==> config.mk <==
export PLATFORM = sky130hd
export DESIGN_NAME = inorder_pipeline_interlock_core
export DESIGN_NICKNAME = d
export VERILOG_FILES = /design/src/rtl/iplk_pkg.sv /design/src/rtl/inorder_pipeline_interlock_core.sv /design/src/rtl/iplk_scoreboard.sv /design/src/rtl/iplk_core.sv
export SDC_FILE = /design/constraint.sdc
export NUM_CORES = 1
export LEC_CHECK = 0
export BUFFER_PORTS_ARGS = -buffer_cell sky130_fd_sc_hd__buf_4
export CAP_MARGIN = 20
export CORE_UTILIZATION = 53
export DETAILED_ROUTE_END_ITERATION = 10
export PLACE_DENSITY = 0.7
export SLEW_MARGIN = 5
export SYNTH_ARGS = -nofsm -noshare
export SYNTH_HDL_FRONTEND = slang
export SYNTH_HIERARCHICAL = 1
export SYNTH_SLANG_ARGS = --single-unit
==> constraint.sdc <==
create_clock -name clk -period 13.6 [get_ports clk]
set_input_delay 0 -clock clk [delete_from_list [all_inputs] [get_ports clk]]
set_output_delay 0 -clock clk [all_outputs]
set_load 0.03 [all_outputs]
==> src/rtl/iplk_pkg.sv <==
// Shared types, constants and the op-class latency table for the pipeline interlock block.
// No dependencies; every other file of the block takes its names from here.
package iplk_pkg;

	localparam int REG_W = 5;
	localparam int SEQ_W = 16;
	localparam int CLS_W = 5;
	localparam int LAT_W = 5;
	localparam int NSRC_W = 2;
	localparam int BUSY_W = 3;
	localparam int BUSY_SAT = 7;
	localparam int WAIT_SLOTS = 2;
	localparam int WCNT_W = 2;
	localparam int WCNT_SAT = 3;
	localparam int CLASS_COUNT = 32;
	localparam int REGISTER_COUNT_DEF = 32;
	localparam int LATENCY_MAX_DEF = 16;

	// One instruction as it is offered to fetch
	typedef struct packed {
		logic              trace_end;
		logic [NSRC_W-1:0] source_count;
		logic [REG_W-1:0]  source_a;
		logic [REG_W-1:0]  source_b;
		logic              dest_present;
		logic [REG_W-1:0]  dest_reg;
		logic              is_branch;
		logic [CLS_W-1:0]  op_class;
	} in_item_t;

	// Contents of one modeled stage latch
	typedef struct packed {
		logic              valid;
		logic              is_end;
		logic [SEQ_W-1:0]  seq;
		logic [NSRC_W-1:0] nsrc;
		logic [REG_W-1:0]  src_a;
		logic [REG_W-1:0]  src_b;
		logic              has_dest;
		logic [REG_W-1:0]  dest;
		logic              branch;
		logic [CLS_W-1:0]  op_class;
	} stage_t;

	// One result item
	typedef struct packed {
		logic             fetch_accept;
		logic             retire_valid;
		logic [SEQ_W-1:0] retire_seq;
		logic             data_stall;
		logic             control_stall;
		logic             exec_stall;
		logic             sim_done;
	} result_t;

	// Scoreboard lookup: writeback release plus the two decode sources
	typedef struct packed {
		logic             dec_en;
		logic [REG_W-1:0] dec_reg;
		logic [REG_W-1:0] src_a;
		logic [REG_W-1:0] src_b;
	} sb_rd_t;

	// Scoreboard claim from decode
	typedef struct packed {
		logic             inc_en;
		logic [REG_W-1:0] inc_reg;
	} sb_wr_t;

	typedef struct packed {
		logic busy_a;
		logic busy_b;
	} sb_busy_t;

	function automatic logic [LAT_W-1:0] class_latency(input logic [CLS_W-1:0] cls);
		logic [LAT_W-1:0] lat;
		case (cls)
			5'd8:  lat = 5'd2;
			5'd9:  lat = 5'd4;
			5'd10: lat = 5'd2;
			5'd12: lat = 5'd2;
			5'd14: lat = 5'd2;
			5'd15: lat = 5'd2;
			5'd17: lat = 5'd4;
			5'd18: lat = 5'd2;
			5'd19: lat = 5'd4;
			5'd20: lat = 5'd16;
			5'd21: lat = 5'd2;
			5'd22: lat = 5'd2;
			default: lat = 5'd1;
		endcase
		if (int'(cls) >= CLASS_COUNT)
			lat = 5'd1;
		return lat;
	endfunction

endpackage

==> src/rtl/inorder_pipeline_interlock_core.sv <==
// A result passes through the input register (stage 1) and then the output register (stage 2).
// Throughput: one input transfer per cycle while the output is not stalled; a new item is taken while a result waits.
// Each item is one modeled clock tick, evaluated in a single pass from the input register.
// Reset (arst_n low, asynchronous): all stage latches empty, busy counts, flags and counters zero.
// Depends on iplk_pkg; instantiates iplk_core.
module inorder_pipeline_interlock_core #(
	parameter int REGISTER_COUNT = iplk_pkg::REGISTER_COUNT_DEF,
	parameter int LATENCY_MAX    = iplk_pkg::LATENCY_MAX_DEF
) (
	input  logic                         clk,
	input  logic                         arst_n,
	input  logic                         in_valid,
	output logic                         in_ready,
	input  logic                         trace_end,
	input  logic [iplk_pkg::NSRC_W-1:0]  source_count,
	input  logic [iplk_pkg::REG_W-1:0]   source_a,
	input  logic [iplk_pkg::REG_W-1:0]   source_b,
	input  logic                         dest_present,
	input  logic [iplk_pkg::REG_W-1:0]   dest_reg,
	input  logic                         is_branch,
	input  logic [iplk_pkg::CLS_W-1:0]   op_class,
	output logic                         out_valid,
	input  logic                         out_ready,
	output logic                         fetch_accept,
	output logic                         retire_valid,
	output logic [iplk_pkg::SEQ_W-1:0]   retire_seq,
	output logic                         data_stall,
	output logic                         control_stall,
	output logic                         exec_stall,
	output logic                         sim_done
);

	// Stage 1 holds the offered instruction; stage 2 holds the tick's result.
	iplk_pkg::in_item_t item_s1;
	logic               valid_s1;
	iplk_pkg::result_t  res;
	iplk_pkg::result_t  res_s2;
	logic               valid_s2;
	logic               advance;

	// Advance a tick whenever the result register is free or being drained this cycle.
	assign advance  = valid_s1 & (~valid_s2 | out_ready);
	// Take a new transfer whenever stage 1 is empty or empties in the same cycle.
	assign in_ready = ~valid_s1 | advance;

	always_ff @(posedge clk or negedge arst_n) begin
		if (!arst_n)
			valid_s1 <= 1'b0;
		else if (in_ready)
			valid_s1 <= in_valid;
	end

	// Payload: load on transfer, hold otherwise.
	always_ff @(posedge clk) begin
		if (in_valid && in_ready) begin
			item_s1.trace_end    <= trace_end;
			item_s1.source_count <= source_count;
			item_s1.source_a     <= source_a;
			item_s1.source_b     <= source_b;
			item_s1.dest_present <= dest_present;
			item_s1.dest_reg     <= dest_reg;
			item_s1.is_branch    <= is_branch;
			item_s1.op_class     <= op_class;
		end
	end

	// All stage state lives in the core and updates only on advance.
	iplk_core #(
		.REGISTER_COUNT(REGISTER_COUNT),
		.LATENCY_MAX   (LATENCY_MAX)
	) u_core (
		.clk   (clk),
		.arst_n(arst_n),
		.tick  (advance),
		.item  (item_s1),
		.res   (res)
	);

	always_ff @(posedge clk or negedge arst_n) begin
		if (!arst_n)
			valid_s2 <= 1'b0;
		else if (advance)
			valid_s2 <= 1'b1;
		else if (out_ready)
			valid_s2 <= 1'b0;
	end

	// Hold the result until its transfer completes.
	always_ff @(posedge clk) begin
		if (advance)
			res_s2 <= res;
	end

	assign out_valid     = valid_s2;
	assign fetch_accept  = res_s2.fetch_accept;
	assign retire_valid  = res_s2.retire_valid;
	assign retire_seq    = res_s2.retire_seq;
	assign data_stall    = res_s2.data_stall;
	assign control_stall = res_s2.control_stall;
	assign exec_stall    = res_s2.exec_stall;
	assign sim_done      = res_s2.sim_done;

endmodule

==> src/rtl/iplk_scoreboard.sv <==
// Per-register busy counters of the interlock scoreboard.
// Depends on iplk_pkg for the lookup and claim structs.
module iplk_scoreboard #(
	parameter int REGISTER_COUNT = iplk_pkg::REGISTER_COUNT_DEF
) (
	input  logic               clk,
	input  logic               arst_n,
	input  iplk_pkg::sb_rd_t   rd,
	input  iplk_pkg::sb_wr_t   wr,
	output iplk_pkg::sb_busy_t busy
);

	localparam int REG_SPAN = 2 ** iplk_pkg::REG_W;
	localparam int CELLS = (REGISTER_COUNT < REG_SPAN) ? REGISTER_COUNT : REG_SPAN;

	logic [iplk_pkg::BUSY_W-1:0] cnt_q [CELLS];
	logic [CELLS-1:0]            hit_a;
	logic [CELLS-1:0]            hit_b;

	for (genvar i = 0; i < CELLS; i++) begin : g_cell
		logic                        dec;
		logic                        inc;
		logic [iplk_pkg::BUSY_W-1:0] mid;

		// release first, then look up and claim on the released count
		assign dec = rd.dec_en && (rd.dec_reg == iplk_pkg::REG_W'(i)) && (cnt_q[i] != '0);
		assign mid = cnt_q[i] - iplk_pkg::BUSY_W'(dec);
		assign hit_a[i] = (mid != '0) && (rd.src_a == iplk_pkg::REG_W'(i));
		assign hit_b[i] = (mid != '0) && (rd.src_b == iplk_pkg::REG_W'(i));
		assign inc = wr.inc_en && (wr.inc_reg == iplk_pkg::REG_W'(i))
			&& (mid != iplk_pkg::BUSY_W'(iplk_pkg::BUSY_SAT));

		always_ff @(posedge clk or negedge arst_n) begin
			if (!arst_n)
				cnt_q[i] <= '0;
			else
				cnt_q[i] <= mid + iplk_pkg::BUSY_W'(inc);
		end
	end

	assign busy.busy_a = |hit_a;
	assign busy.busy_b = |hit_b;

endmodule

==> src/rtl/iplk_core.sv <==
// Modeled stage latches, execute countdown, stall flags and wait slots; one tick per strobe until done.
// Depends on iplk_pkg and instantiates iplk_scoreboard.
module iplk_core #(
	parameter int REGISTER_COUNT = iplk_pkg::REGISTER_COUNT_DEF,
	parameter int LATENCY_MAX    = iplk_pkg::LATENCY_MAX_DEF
) (
	input  logic              clk,
	input  logic              arst_n,
	input  logic              tick,
	input  iplk_pkg::in_item_t item,
	output iplk_pkg::result_t res
);

	localparam int CD_W = $clog2(LATENCY_MAX + 1);
	localparam int SL = iplk_pkg::WAIT_SLOTS;

	iplk_pkg::stage_t fetch_q, decode_q, exec_q, mem_q;
	iplk_pkg::stage_t fetch_n, decode_n, exec_n, mem_n;
	logic [CD_W-1:0] cnt_q, cnt_n;
	logic dstall_q, dstall_n, cstall_q, cstall_n, xstall_q, xstall_n;
	logic [SL-1:0] wv_q, wv_n;
	logic [SL-1:0][iplk_pkg::REG_W-1:0] wr_q, wr_n;
	logic [iplk_pkg::WCNT_W-1:0] wcnt_q, wcnt_n;
	logic [iplk_pkg::SEQ_W-1:0] seq_q, seq_n;
	logic done_q, done_n;

	logic commit;
	logic retired;
	logic ex_go;
	logic hit_a, hit_b;
	logic accept;
	logic [iplk_pkg::LAT_W-1:0] lat_raw, lat_dec;

	iplk_pkg::sb_rd_t   sb_rd;
	iplk_pkg::sb_wr_t   sb_wr;
	iplk_pkg::sb_busy_t sb_busy;

	assign commit = tick & ~done_q;

	assign sb_rd.dec_en  = commit & mem_q.valid & ~mem_q.is_end & mem_q.has_dest;
	assign sb_rd.dec_reg = mem_q.dest;
	assign sb_rd.src_a   = fetch_q.src_a;
	assign sb_rd.src_b   = fetch_q.src_b;

	iplk_scoreboard #(
		.REGISTER_COUNT(REGISTER_COUNT)
	) u_sb (
		.clk   (clk),
		.arst_n(arst_n),
		.rd    (sb_rd),
		.wr    (sb_wr),
		.busy  (sb_busy)
	);

	// end marker bypasses the class table; clamp the table to the configured ceiling
	assign lat_raw = decode_q.is_end ? iplk_pkg::LAT_W'(1)
		: iplk_pkg::class_latency(decode_q.op_class);
	assign lat_dec = (int'(lat_raw) > LATENCY_MAX) ? iplk_pkg::LAT_W'(LATENCY_MAX) : lat_raw;

	always_comb begin
		// writeback
		retired  = mem_q.valid & ~mem_q.is_end;
		done_n   = done_q | (mem_q.valid & mem_q.is_end);
		cstall_n = cstall_q & ~(retired & mem_q.branch);
		dstall_n = dstall_q;
		wv_n     = wv_q;
		wr_n     = wr_q;
		wcnt_n   = wcnt_q;
		for (int i = 0; i < SL; i++) begin
			if (retired && mem_q.has_dest && wv_q[i] && (wr_q[i] == mem_q.dest)) begin
				if (wcnt_n != '0)
					wcnt_n = wcnt_n - iplk_pkg::WCNT_W'(1);
				wv_n[i] = 1'b0;
				wr_n[i] = '0;
				if (wcnt_n == '0)
					dstall_n = 1'b0;
			end
		end

		// memory and execute
		mem_n    = exec_q;
		exec_n   = exec_q;
		cnt_n    = cnt_q;
		xstall_n = xstall_q;
		ex_go    = 1'b0;
		if (!decode_q.valid) begin
			exec_n.valid = 1'b0;
		end else begin
			ex_go = 1'b1;
			if (cnt_q != '0) begin
				cnt_n = cnt_q - CD_W'(1);
				exec_n.valid = 1'b0;
				xstall_n = 1'b1;
				if (cnt_n != '0)
					ex_go = 1'b0;
			end
			if (ex_go) begin
				if (xstall_n) begin
					exec_n   = decode_q;
					xstall_n = 1'b0;
				end else begin
					cnt_n = CD_W'(lat_dec - iplk_pkg::LAT_W'(1));
					if (cnt_n != '0) begin
						xstall_n = 1'b1;
						exec_n.valid = 1'b0;
					end else begin
						exec_n = decode_q;
					end
				end
			end
		end

		// decode
		decode_n = decode_q;
		hit_a    = 1'b0;
		hit_b    = 1'b0;
		sb_wr.inc_en  = 1'b0;
		sb_wr.inc_reg = fetch_q.dest;
		if (!xstall_n) begin
			if (!fetch_q.valid || dstall_n) begin
				decode_n.valid = 1'b0;
			end else begin
				hit_a = (fetch_q.nsrc != '0) && sb_busy.busy_a;
				hit_b = fetch_q.nsrc[1] && sb_busy.busy_b;
				if (hit_a) begin
					wv_n[0] = 1'b1;
					wr_n[0] = fetch_q.src_a;
					if (wcnt_n != iplk_pkg::WCNT_W'(iplk_pkg::WCNT_SAT))
						wcnt_n = wcnt_n + iplk_pkg::WCNT_W'(1);
					dstall_n = 1'b1;
				end
				if (hit_b) begin
					wv_n[1] = 1'b1;
					wr_n[1] = fetch_q.src_b;
					if (wcnt_n != iplk_pkg::WCNT_W'(iplk_pkg::WCNT_SAT))
						wcnt_n = wcnt_n + iplk_pkg::WCNT_W'(1);
					dstall_n = 1'b1;
				end
				if (hit_a || hit_b) begin
					decode_n.valid = 1'b0;
				end else begin
					sb_wr.inc_en = commit & fetch_q.has_dest;
					if (fetch_q.branch)
						cstall_n = 1'b1;
					decode_n = fetch_q;
				end
			end
		end

		// fetch
		fetch_n = fetch_q;
		seq_n   = seq_q;
		accept  = 1'b0;
		if (!(xstall_n || dstall_n)) begin
			if (cstall_n) begin
				fetch_n.valid = 1'b0;
			end else begin
				fetch_n = '0;
				fetch_n.valid = 1'b1;
				if (item.trace_end) begin
					fetch_n.is_end = 1'b1;
				end else begin
					fetch_n.nsrc     = item.source_count;
					fetch_n.src_a    = item.source_a;
					fetch_n.src_b    = item.source_b;
					fetch_n.has_dest = item.dest_present;
					fetch_n.dest     = item.dest_reg;
					fetch_n.branch   = item.is_branch;
					fetch_n.op_class = item.op_class;
					fetch_n.seq      = seq_q;
					seq_n  = seq_q + iplk_pkg::SEQ_W'(1);
					accept = 1'b1;
				end
			end
		end

		// result of this tick; frozen once done
		res = '0;
		if (done_q) begin
			res.sim_done = 1'b1;
		end else begin
			res.fetch_accept  = accept;
			res.retire_valid  = retired;
			res.retire_seq    = retired ? mem_q.seq : '0;
			res.data_stall    = dstall_n;
			res.control_stall = cstall_n;
			res.exec_stall    = xstall_n;
			res.sim_done      = done_n;
		end
	end

	always_ff @(posedge clk or negedge arst_n) begin
		if (!arst_n) begin
			fetch_q  <= '0;
			decode_q <= '0;
			exec_q   <= '0;
			mem_q    <= '0;
			cnt_q    <= '0;
			dstall_q <= 1'b0;
			cstall_q <= 1'b0;
			xstall_q <= 1'b0;
			wv_q     <= '0;
			wr_q     <= '0;
			wcnt_q   <= '0;
			seq_q    <= '0;
			done_q   <= 1'b0;
		end else if (commit) begin
			fetch_q  <= fetch_n;
			decode_q <= decode_n;
			exec_q   <= exec_n;
			mem_q    <= mem_n;
			cnt_q    <= cnt_n;
			dstall_q <= dstall_n;
			cstall_q <= cstall_n;
			xstall_q <= xstall_n;
			wv_q     <= wv_n;
			wr_q     <= wr_n;
			wcnt_q   <= wcnt_n;
			seq_q    <= seq_n;
			done_q   <= done_n;
		end
	end

endmodule

==> out/qor.yml, run 1 <==
clock_network:
  cts_setup_buffers: 0
  clk_pin_slew_ns: 0.06
  clk_path_buf_depth: 3
  cts_made_buffers: 34
  cts.htree.levels: 2
  cts_tree: "built"
  clock_latency_ns: 0.51
  clock-root-buffer: "clkbuf_16"
  cts_sinks: 306
placed_design:
  io_buffers: 52
  hpwl_mm: 23.5
  placedCellCount: 1909
  gp_congestion: 0.949
  pre_cts_slack_ns: 6.82
synthesis:
  synth_edf_count: 47
  syn_area_sq_um: 15800
  synth.yosys.warnings: 6
  ys.flop_type: "dfrtp_1"
  async_reset_ff_share_pct: 84.6
  synthesis.nets: 1682
  yosysSeqAreaShare_pct: 49.9
  yosysUniqueCellTypes: 77
  syn_avg_cell_area_sq_um: 10.4
  synth-seq-cells: 306
  synth_cells: 1515
floorplan:
  initial_utilization_pct: 54.6
  die-area_sq_um: 30600
  core_sq_um: 29000
  fp-row-count: 62
  io_pins: 53
  die_h_um: 175
  die_w_um: 175
worst_setup_path:
  cp-end-kind: "register"
  reg2reg_depth: 26
  reg2reg_from: "out_valid"
  cp.required_ns: 13.97
  path_class: "reg -> reg"
  critPathCapture: "u_core/u_sb/cnt_q[95]"
  arrival_ns: 7.24
  timing.reg2reg.setup_slack_ns: 6.73
  worst_r2r_endpoint: "u_core/u_sb/cnt_q[95]"
  crit_fanout: 31
  crit_path_start: "out_valid"
  start_kind: "register"
grt:
  grt_overflow: 0
  grt_max_degree: 73
  antenna_found_initial: 1
  grt_pass1_wl_mm: 55.8
  grt_pass1_vias: 11100
  grt_usage_pct: 22.9
routing:
  wl_per_cell_um: 16.9
  ant_nets: 0
  drc: 0
  drtIter0Drc: 927
  drt_wl_total_mm: 33.7
  vias: 11100
  drt_pass1_iterations: 5
  via_per_inst: 5.58
timing:
  drv_slew: 0
  max_slew_margin_pct: 43.1
  setup_viol_count_final: 0
  fin_crit_sh_pct: 50.5
  layout_setup_ws_ns: 6.73
  setup_tns_ns: 0
  finalCriticalPeriod_ns: 6.87
  fin_skew_ns: 0.0200
  whs_ns: 0.0403
  fmax_mhz: 146
  worst_pin_slew_ns: 0.854
  hold_viol_final: 0
  rsz0062_at_grt: "no"
power:
  ir_drop_uv: 98.2
  powerDensity_nw_per_um2: 154
  p_leak_uw: 0.00844
cells_and_area:
  final_cells: 1994
  drive_above_1_share_pct: 10.2
  area.growth.synth_to_final_pct: 13.3
  final_util_pct: 61.8
  diodes: 0
  fin_nets: 1757
job:
  max_cap_violations: 0
status:
  outcome: "finished clean"
min_path:
  hold_path.class: "in -> async"
report_power, final:
| group | total [uW] | internal [uW] | switching (uW) |
|---|---|---|---|
| clock | 891 | 536 | 355 |
| combinational | 619 | 252 | 366 |
| sequential | 1250 | 1070 | 178 |
per-layer routing:
layer | track usage [%] | vias to the layer above | routed length [um]
met5 | 0 | - | 0
met4 | 7.39 | 0 | 868
met3 | 4.07 | 67 | 1980
met2 | 36.4 | 298 | 15300
met1 | 31.8 | 5404 | 15600
li1 | - | 5361 | -
synth_stat cells, drive strengths merged (3+ instances only):
library cell	n	area share (%)
nand2	167	4.0
or3	5	0.20
a22oi	5	0.24
o31ai	3	0.14
a21o	5	0.24
nor3b	3	0.14
edfxtp	47	8.9
a211oi	4	0.19
buf	15	0.63
a31oi	15	0.59
nor2b	13	0.51
nand4	14	0.55
o211ai	3	0.14
inv	158	3.7
o21ai	55	1.7
o22ai	6	0.24
or2	3	0.12
a2111oi	3	0.17
o311ai	3	0.17
nor3	138	4.4
a311oi	7	0.39
or4	4	0.21
a41oi	4	0.22
a21oi	18	0.57
nand3	40	1.3
ha	138	11
and2	20	0.81
mux2	57	4.1
nor2	39	1.1
and3	9	0.36
dfrtp	259	41
nand3b	10	0.63
clkbuf	39	0.93
xnor2	73	4.1
mux2i	11	0.70
nor4	16	0.71
nand2b	58	2.3
xor2	18	1.0
cells in the final DEF (no fill, tap or decap), types with 9 or more instances in the layout:
cell / instances
a21oi_1: 18
a31oi_1: 15
and2_1: 19
and3_1: 9
buf_4: 63
clkbuf_16: 35
dfrtp_1: 259
dlygate4sd3_1: 29
edfxtp_1: 47
ha_1: 138
inv_1: 158
mux2_1: 28
mux2_2: 29
mux2i_1: 11
nand2_1: 167
nand2b_1: 58
nand3_1: 40
nand4_1: 14
nor2_1: 35
nor2b_1: 12
nor3_1: 138
nor4_1: 14
o21ai_0: 54
xnor2_1: 72
xor2_1: 18
metrics by stage:
stage	cell area (sq um)	total power (uW)
after floorplan	15800	1660
after global placement	16600	1850
after CTS	17900	2780
after global routing	17900	2910
after detailed placement	16600	1870
final	17900	2760
kinds of logic (layout without fill, tap and decap cells):
| family | count (synthesis) | count (layout) | share of synthesized area (%) |
|---|---|---|---|
| xor+xnor | 91 | 91 | 5.08 |
| compound gates | 150 | 150 | 6.13 |
| simple gates | 550 | 550 | 18.0 |
| mux | 68 | 68 | 4.75 |
| buf+inv | 212 | 307 | 5.31 |
| fa+ha+maj | 138 | 138 | 10.9 |
| flops | 306 | 306 | 49.9 |
sequential cells by signal, indices dropped and copies added, names as in the netlist, 2 cells and up:
signal             count
u_core/decode_q       30
u_core/cnt_q           5
retire_seq            16
u_core/mem_q          25
u_core/wv_q            2
u_core/wcnt_q          2
item_s1               25
u_core/exec_q         25
u_core/wr_q           10
u_core/seq_q          16
u_core/u_sb/cnt_q     96
u_core/fetch_q        42
worst max-delay path: stages (launching register included):
cell and delay, ns:
dfrtp_1 0.43, nand2b_1 0.11, and2_1 0.14, buf_4 0.32
nand2b_1 0.12, nor2_1 0.25, nor2b_1 0.34, nand3_1 0.25
nor3_1 0.25, ha_1 0.18, ha_1 0.15, xnor2_1 0.20
nand3_1 0.21, o21ai_0 0.19, nor3_1 0.10, a2111oi_0 0.63
nand4_1 0.34, nor2_1 0.18, nor2_1 0.17, nor2_8 0.50
and2_1 0.30, nor2b_1 0.37, nand2_1 0.22, nor4_1 0.31
ha_1 0.21, ha_1 0.15, xnor2_1 0.07
layout make-up:
class / instances / area (sq um)
multi-input combinational: 997 / 7100
timing repair buffer: 93 / 778
fill: 2388 / 11100
inverter: 158 / 593
sequential: 306 / 7890
tap: 384 / 480
clock inverter: 10 / 118
clock buffer: 46 / 967
worst min path at each step:
stage | endpoint | from | depth (start not counted)
floorplan | out_valid | arst_n | 0
global placement | u_core/u_sb/cnt_q[25] | arst_n | 1
detailed placement | u_core/u_sb/cnt_q[35] | arst_n | 1
CTS | u_core/u_sb/cnt_q[35] | arst_n | 2
global route | u_core/u_sb/cnt_q[35] | arst_n | 2
finish | u_core/u_sb/cnt_q[30] | arst_n | 2
timing repair:
action	CTS	global route
hold buffers	29	0
hold endpoints to repair	97	0
gates resized for setup	0	0
No activity file was read; power rests on OpenSTA's default activity.
==> run 2, diff against run 1 <==
Settings changed: PLACE_DENSITY 0.7 to 0.72.
Clock period 13.6 ns to 6.12 ns, I/O delays scaled along.
==> out/qor.yml, run 2 (synthesized netlist as in run 1, its figures left out) <==
status:
  outcome: "finished clean"
routing:
  via_per_inst: 5.64  # +1.0%
  drt_pass1_iterations: 6  # +1
  drc: 0  # unchanged
  vias: 11300  # +1.4%
  drt_wl_total_mm: 34.9  # +3.6%
  wl_per_cell_um: 17.5  # +3.2%
  ant_nets: 0  # unchanged
  drtIter0Drc: 972  # +4.9%
timing:
  setup_viol_count_final: 0  # unchanged
  fin_crit_sh_pct: 94.4  # +44 points
  hold_viol_final: 0  # unchanged
  fmax_mhz: 173  # +19%
  max_slew_margin_pct: 33.0  # -10 points
  fin_skew_ns: 0.0112  # -0.00885 ns
  drv_slew: 0  # unchanged
  rsz0062_at_grt: "no"
  worst_pin_slew_ns: 1.01  # +0.152 ns
  finalCriticalPeriod_ns: 5.78  # -1.09 ns
  whs_ns: 0.0361  # -0.00422 ns
  setup_tns_ns: 0  # unchanged
power:
  p_leak_uw: 0.00850  # +0.74%
  p_clk_share_pct: 33.4  # +1.1 points
  ir_drop_uv: 273  # +180%
  pwr-share-seq_pct: 44.3  # -1.0 points
  internal_power_uw: 4230  # +130%
  powerDensity_nw_per_um2: 348  # +130%
  power_frac_comb_pct: 22.2  # -0.2 points
  sw_frac_of_total_pct: 32.7  # +0.16 points
  p_sw_uw: 2060  # +130%
cells_and_area:
  area.growth.synth_to_final_pct: 14.1
  layout_common_cells: "259 x dfrtp_1, 166 x nand2_1, 158 x inv_1, 138 x nor3_1, 138 x ha_1"
  drive_above_1_share_pct: 10.7  # +0.51 points
  fin_nets: 1758  # +0.057%
  reg_top3: "u_core/u_sb/cnt_q: 96 flops, u_core/fetch_q: 42 flops, u_core/decode_q: 30 flops"
  multi_input_area_sq_um: 7110  # +0.11%
  diodes: 0  # unchanged
  final_common_cell: "dfrtp_1"
  largest_register_ffs: 96  # unchanged
  seq_area_sq_um: 7890  # unchanged
  n_fill_cell: 2344  # -1.8%
  largest-register: "u_core/u_sb/cnt_q"
placed_design:
  hpwl_mm: 23.7  # +0.88%
  io_buffers: 52  # unchanged
  gp_congestion: 0.979  # +3.2%
worst_setup_path:
  max_stage_delay_ns: 0.42  # -0.21 ns
  crit_fanout: 5  # -84%
  path_class: "reg -> reg"
  timing.reg2reg.setup_slack_ns: 0.34  # -6.39 ns
  crit_slowest_cell: "dfrtp_1"
  arrival_ns: 6.16  # -1.08 ns
  reg2reg_from: "out_valid"
  worst_r2r_endpoint: "u_core/u_sb/cnt_q[86]"
  cp-end-kind: "register"
  start_kind: "register"
  cp.required_ns: 6.50  # -7.47 ns
  reg2reg_depth: 25  # -3.8%
  critPathMostFrequentCell: "ha_1"
  crit_path_start: "out_valid"
grt:
  met2_usage_pct: 38.4  # +2.0 points
  use_met1_pct: 32.6  # +0.81 points
  grt_pass1_wl_mm: 57.4  # +2.8%
  grt_max_degree: 182  # +150%
  grt_pass1_vias: 11300  # +2.1%
  use_met3_pct: 3.89  # -0.17 points
  busiest_layer: "met2"
  grt_usage_pct: 23.6  # +0.71 points
  antenna_found_initial: 0  # -1
  grt_overflow: 0  # unchanged
clock_network:
  cts.htree.levels: 2  # unchanged
  cts_sinks: 306  # unchanged
  clock-root-buffer: "clkbuf_16"
  cts_setup_buffers: 0  # unchanged
  clk_pin_slew_ns: 0.06  # about the same
  clock_latency_ns: 0.52  # about the same
  clk_path_buf_depth: 3  # unchanged
  cts_made_buffers: 34  # unchanged
  cts_tree: "built"
floorplan:
  initial_utilization_pct: 54.6  # unchanged
  core_sq_um: 29000  # unchanged
  die-area_sq_um: 30600  # unchanged
  io_pins: 53  # unchanged
  die_h_um: 175  # unchanged
  die_w_um: 175  # unchanged
  fp-row-count: 62  # unchanged
min_path:
  hold_path.class: "in -> async"
job:
  max_cap_violations: 0  # unchanged
[run 2: changes by cell type in the layout (fill, tap and decap cells not counted), sizes merged]
cell,delta
bufinv,+1
clkinv,+2
buf,+1
clkbuf,+1
inv,+1
clkinvlp,+1
[run 2: per-layer routing]
metal	vias to the layer above	share of wire, %
met1	5510	45
met4	0	2.1
met3	65	6.0
met5	-	0
met2	339	47
li1	5371	-
[run 2: worst max path at each step]
stage,to,slack (ns)
finish,u_core/u_sb/cnt_q[86],0.34
global route,u_core/seq_q[7],0.04
CTS,u_core/fetch_q[12],0.28
detailed placement,u_core/u_sb/cnt_q[89],0.31
global placement,u_core/u_sb/cnt_q[95],0.38
floorplan,u_core/u_sb/cnt_q[86],0.16
[run 2: power by group through the flow]
stage                     Sequential (uW)  Combinational, uW  Clock, uW
after floorplan                      2640               1050          0
after global placement               2810               1320          0
after detailed placement             2820               1360          0
after CTS                            2780               1380       2140
after global routing                 2840               1550       2230
final                                2790               1400       2100
[run 2: what timing repair did]
action / in CTS / in global routing
hold endpoints to repair: 105 / 0
hold buffers: 29 / 0
endpoints found under the setup margin: 0 / 62
gates resized for setup: 0 / 3
[run 2: area by class of cell]
class | count | share of cell area, %
multi-input cells | 997 | 39.4
flip-flops and latches | 306 | 43.7
repair buffers | 94 | 4.49
inverters | 158 | 3.28
well taps | 384 | 2.66
clock buffers | 47 | 5.54
clock inverters | 15 | 0.949
[run 2: worst max-delay path: cells and delay by family, from the launching register on]
family                     cells  cell delay, ns
DFF                            1            0.42
xor gates and xnor gates       2            0.26
and+or+nand+nor               16            3.49
adders and majority gates      4            0.71
AOI/OAI and AO/OA              3            0.75
[run 2: metrics by stage]
stage	util (%)	setup slack, ns	area [sq um]	instances	total power (uW)
after floorplan	-	0.159	15800	1515	3690
after global placement	57.2	0.376	16600	1910	4120
after detailed placement	57.2	0.310	16600	1910	4170
after CTS	62.2	0.285	18100	2001	6310
after global routing	62.2	0.0387	18100	2001	6610
final	62.2	0.344	18100	2001	6290
==> run 3, diff against run 2 <==
Settings changed: ABC_AREA from default to 1, PLACE_DENSITY 0.72 to 0.7.
Clock period 6.12 ns to 6.42 ns, I/O delays scaled along.
==> out/qor.yml, run 3 <==
status:
  outcome: "finished clean"
cells_and_area:
  drive_above_1_share_pct: 8.28  # -2.4 points
  multi_input_area_sq_um: 7530  # +5.9%
  largest-register: "u_core/u_sb/cnt_q"
  largest_register_ffs: 96  # unchanged
  layout_common_cells: "558 x nand2_1, 329 x inv_1, 259 x dfrtp_1, 138 x nor2_1, 138 x ha_1"
  diodes: 0  # unchanged
  seq_area_sq_um: 7890  # unchanged
  fin_nets: 2246  # +28%
  n_fill_cell: 2698  # +15%
  final_common_cell: "nand2_1"
  reg_top3: "u_core/u_sb/cnt_q: 96 flops, u_core/fetch_q: 42 flops, u_core/decode_q: 30 flops"
  area.growth.synth_to_final_pct: 12.3
power:
  ir_drop_uv: 211  # -22%
  p_leak_uw: 0.00965  # +13%
  powerDensity_nw_per_um2: 216  # -38%
clock_network:
  clock_latency_ns: 0.52  # about the same
  cts_tree: "built"
  cts_sinks: 306  # unchanged
  cts.htree.levels: 2  # unchanged
  clock-root-buffer: "clkbuf_16"
  clk_pin_slew_ns: 0.06  # about the same
  clk_path_buf_depth: 3  # unchanged
  cts_made_buffers: 35  # +2.9%
placed_design:
  gp_congestion: 0.947  # -3.3%
  hpwl_mm: 27.2  # +15%
  pre_cts_slack_ns: 0.185  # -0.125 ns
  io_buffers: 52  # unchanged
timing:
  fin_skew_ns: 0.0244  # +0.0132 ns
  hold_viol_final: 0  # unchanged
  fin_crit_sh_pct: 88.9  # -5.5 points
  setup_viol_count_final: 0  # unchanged
  max_slew_margin_pct: 28.8  # -4.1 points
  rsz0062_at_grt: "no"
  layout_setup_ws_ns: 0.715  # +0.371 ns
  worst_pin_slew_ns: 1.07  # +0.0609 ns
  setup_tns_ns: 0  # unchanged
  drv_slew: 0  # unchanged
  fmax_mhz: 175  # +1.2%
  finalCriticalPeriod_ns: 5.70  # -0.0712 ns
synthesis:
  synthAdderAreaFrac_pct: 10.1  # -0.78 points
  synth-seq-cells: 306  # unchanged
  synth_cells: 2009  # +33%
  synth.yosys.warnings: 6  # unchanged
  ys.flop_type: "dfrtp_1"
  synth.top_cell.area_share_pct: 38.0  # -2.9 points
  synth-simple-area-share_pct: 23.8  # +5.8 points
  synthesis.nets: 2176  # +29%
  synth.area.mux_share_pct: 0.462  # -4.3 points
  ys_top_cells_by_count: "562 x nand2_1, 329 x inv_1, 259 x dfrtp_1"
  syn_avg_cell_area_sq_um: 8.48  # -19%
  async_reset_ff_share_pct: 84.6  # unchanged
  syn_area_sq_um: 17000  # +7.7%
  yosysTopAreaCell: "dfrtp_1"
  synth_edf_count: 47  # unchanged
  yosysSeqAreaShare_pct: 46.3  # -3.6 points
  synthTopCellsByArea: "dfrtp_1 38%, nand2_1 12%, ha_1 10%, edfxtp_1 8.3%, inv_1 7.2%"
  yosysUniqueCellTypes: 46  # -40%
  synth_compound_area_share_pct: 6.91  # +0.79 points
  yosysMostFrequentCell: "nand2_1"
  synth_top_family_by_area: "simple AND/OR/NAND/NOR gates"
  synth_xor_area_share_pct: 2.71  # -2.4 points
floorplan:
  initial_utilization_pct: 53.9  # -0.69 points
  die_w_um: 181  # +3.7%
  io_pins: 53  # unchanged
  fp-row-count: 65  # +4.8%
  die_h_um: 181  # +3.7%
  core_sq_um: 31600  # +9.0%
  die-area_sq_um: 32900  # +7.6%
grt:
  grt_pass1_wl_mm: 66.7  # +16%
  grt_pass1_vias: 13300  # +18%
  grt_max_degree: 175  # -3.8%
  antenna_found_initial: 0  # unchanged
  grt_overflow: 0  # unchanged
  grt_usage_pct: 25.1  # +1.5 points
worst_setup_path:
  cp-end-kind: "register"
  crit_family: "simple AND/OR/NAND/NOR gates"
  cp.required_ns: 6.85  # +0.35 ns
  start_kind: "register"
  path_class: "reg -> reg"
  crit_fanout: 22  # +17
  arrival_ns: 6.14  # -0.02 ns
  max_stage_delay_ns: 0.64  # +0.22 ns
  critPathBufInv: 3  # +3
  crit_slowest_cell: "dfrtp_1"
routing:
  vias: 13400  # +19%
  drt_wl_total_mm: 39.4  # +13%
  ant_nets: 0  # unchanged
  drc: 0  # unchanged
  drtIter0Drc: 1129  # +16%
  drt_pass1_iterations: 6  # unchanged
  wl_per_cell_um: 15.7  # -9.9%
  via_per_inst: 5.37  # -4.8%
min_path:
  hold_path.class: "in -> async"
job:
  max_cap_violations: 0  # unchanged
==> run 3: cell count changes after synthesis, moves of 24 or more <==
cell / before / now
o21ai_1: 1 / 25
nand4_1: 14 / 60
a311oi_1: 7 / 60
xnor2_1: 72 / 8
nor3_1: 138 / 24
nor2_1: 35 / 139
inv_1: 158 / 329
nand2_1: 167 / 562
nand2b_1: 58 / 0
mux2_2: 29 / 2
nand3_1: 40 / 89
==> run 3: worst paths after layout <==
path	depth (start not counted)	slack [ns]	to	from
max in group asynchronous	3	5.00	u_core/u_sb/cnt_q[84]	arst_n
min in group clk	2	0.20	item_s1[6]	dest_reg[0]
hold / removal	2	0.06	u_core/mem_q[36]	arst_n
setup / recovery	26	0.72	u_core/u_sb/cnt_q[95]	u_core/done_q
setup reg to reg	26	0.72	u_core/u_sb/cnt_q[95]	u_core/done_q
hold reg to reg	2	0.48	u_core/exec_q[35]	u_core/decode_q[35]
==> run 3: worst register-to-register path: stages, from the launching register on <==
cell and delay, ns:
dfrtp_1 0.64, nor2_2 0.23, inv_1 0.07, nor2_1 0.23
nand2_2 0.41, a311oi_1 0.43, ha_1 0.20, ha_1 0.17
inv_1 0.05, nand2_1 0.08, nand3b_1 0.15, nand3_1 0.14
nand2_1 0.07, nor2_1 0.10, nand2_1 0.05, nor2_1 0.17
nand2_1 0.09, o21ai_1 0.23, inv_1 0.22, nor2_2 0.27
nand3_4 0.10, nor2_1 0.19, nand2_2 0.39, a311oi_1 0.43
ha_1 0.21, ha_1 0.16, xor2_1 0.16
==> run 3: cells by family (layout without fill, tap and decap cells) <==
logic type | count (synthesis) | after routing
compound gates | 183 | 183
xor+xnor | 51 | 51
fa+ha+maj | 138 | 138
buf+inv | 398 | 491
flops | 306 | 306
mux | 7 | 7
simple gates | 926 | 926
==> run 3: layer usage <==
layer | part of all wire (%) | GRT usage (%) | wire, um | vias to the layer above
met1 | 48 | 36.4 | 18800 | 6382
met2 | 45 | 39.6 | 17700 | 373
met4 | 1.8 | 6.37 | 727 | 0
met3 | 5.6 | 3.49 | 2200 | 55
li1 | - | - | - | 6630
met5 | 0 | 0 | 0 | -
==> run 3: where the power goes <==
group | switching [uW] | internal, uW
logic | 69.5 | 36.2
registers | 6.46 | 1990
clock network | 769 | 1250
total | 845 | 3280
==> run 3: final cells by class <==
| type | instances | share of cell area (%) |
|---|---|---|
| clock buffers | 51 | 5.48 |
| clock inverters | 9 | 0.660 |
| inverters | 343 | 6.79 |
| multi-input cells | 1305 | 39.3 |
| flip-flops and latches | 306 | 41.2 |
| well taps | 402 | 2.63 |
| repair buffers | 88 | 3.93 |
==> run 3: repair_timing <==
item                                    4_1_cts  5_1_grt
resized for setup                             0        4
endpoints found under the setup margin        0       94
hold buffers                                 29        0
setup buffers                                 0        0
hold endpoints to repair                    113        0
==> run 3: through the flow <==
| stage | instances | instance area [sq um] | hold WS [ns] | power (uW) | util [%] |
|---|---|---|---|---|---|
| final | 2504 | 19200 | 0.0590 | 4130 | 60.5 |
| after CTS | 2504 | 19100 | 0.106 | 4170 | 60.5 |
| after floorplan | 2009 | 17100 | -0.296 | 2060 | - |
| after global routing | 2504 | 19200 | 0.130 | 4270 | 60.5 |
| after detailed placement | 2415 | 17700 | 0.0448 | 2130 | 55.9 |
| after global placement | 2415 | 17700 | 0.0451 | 2130 | 55.9 |
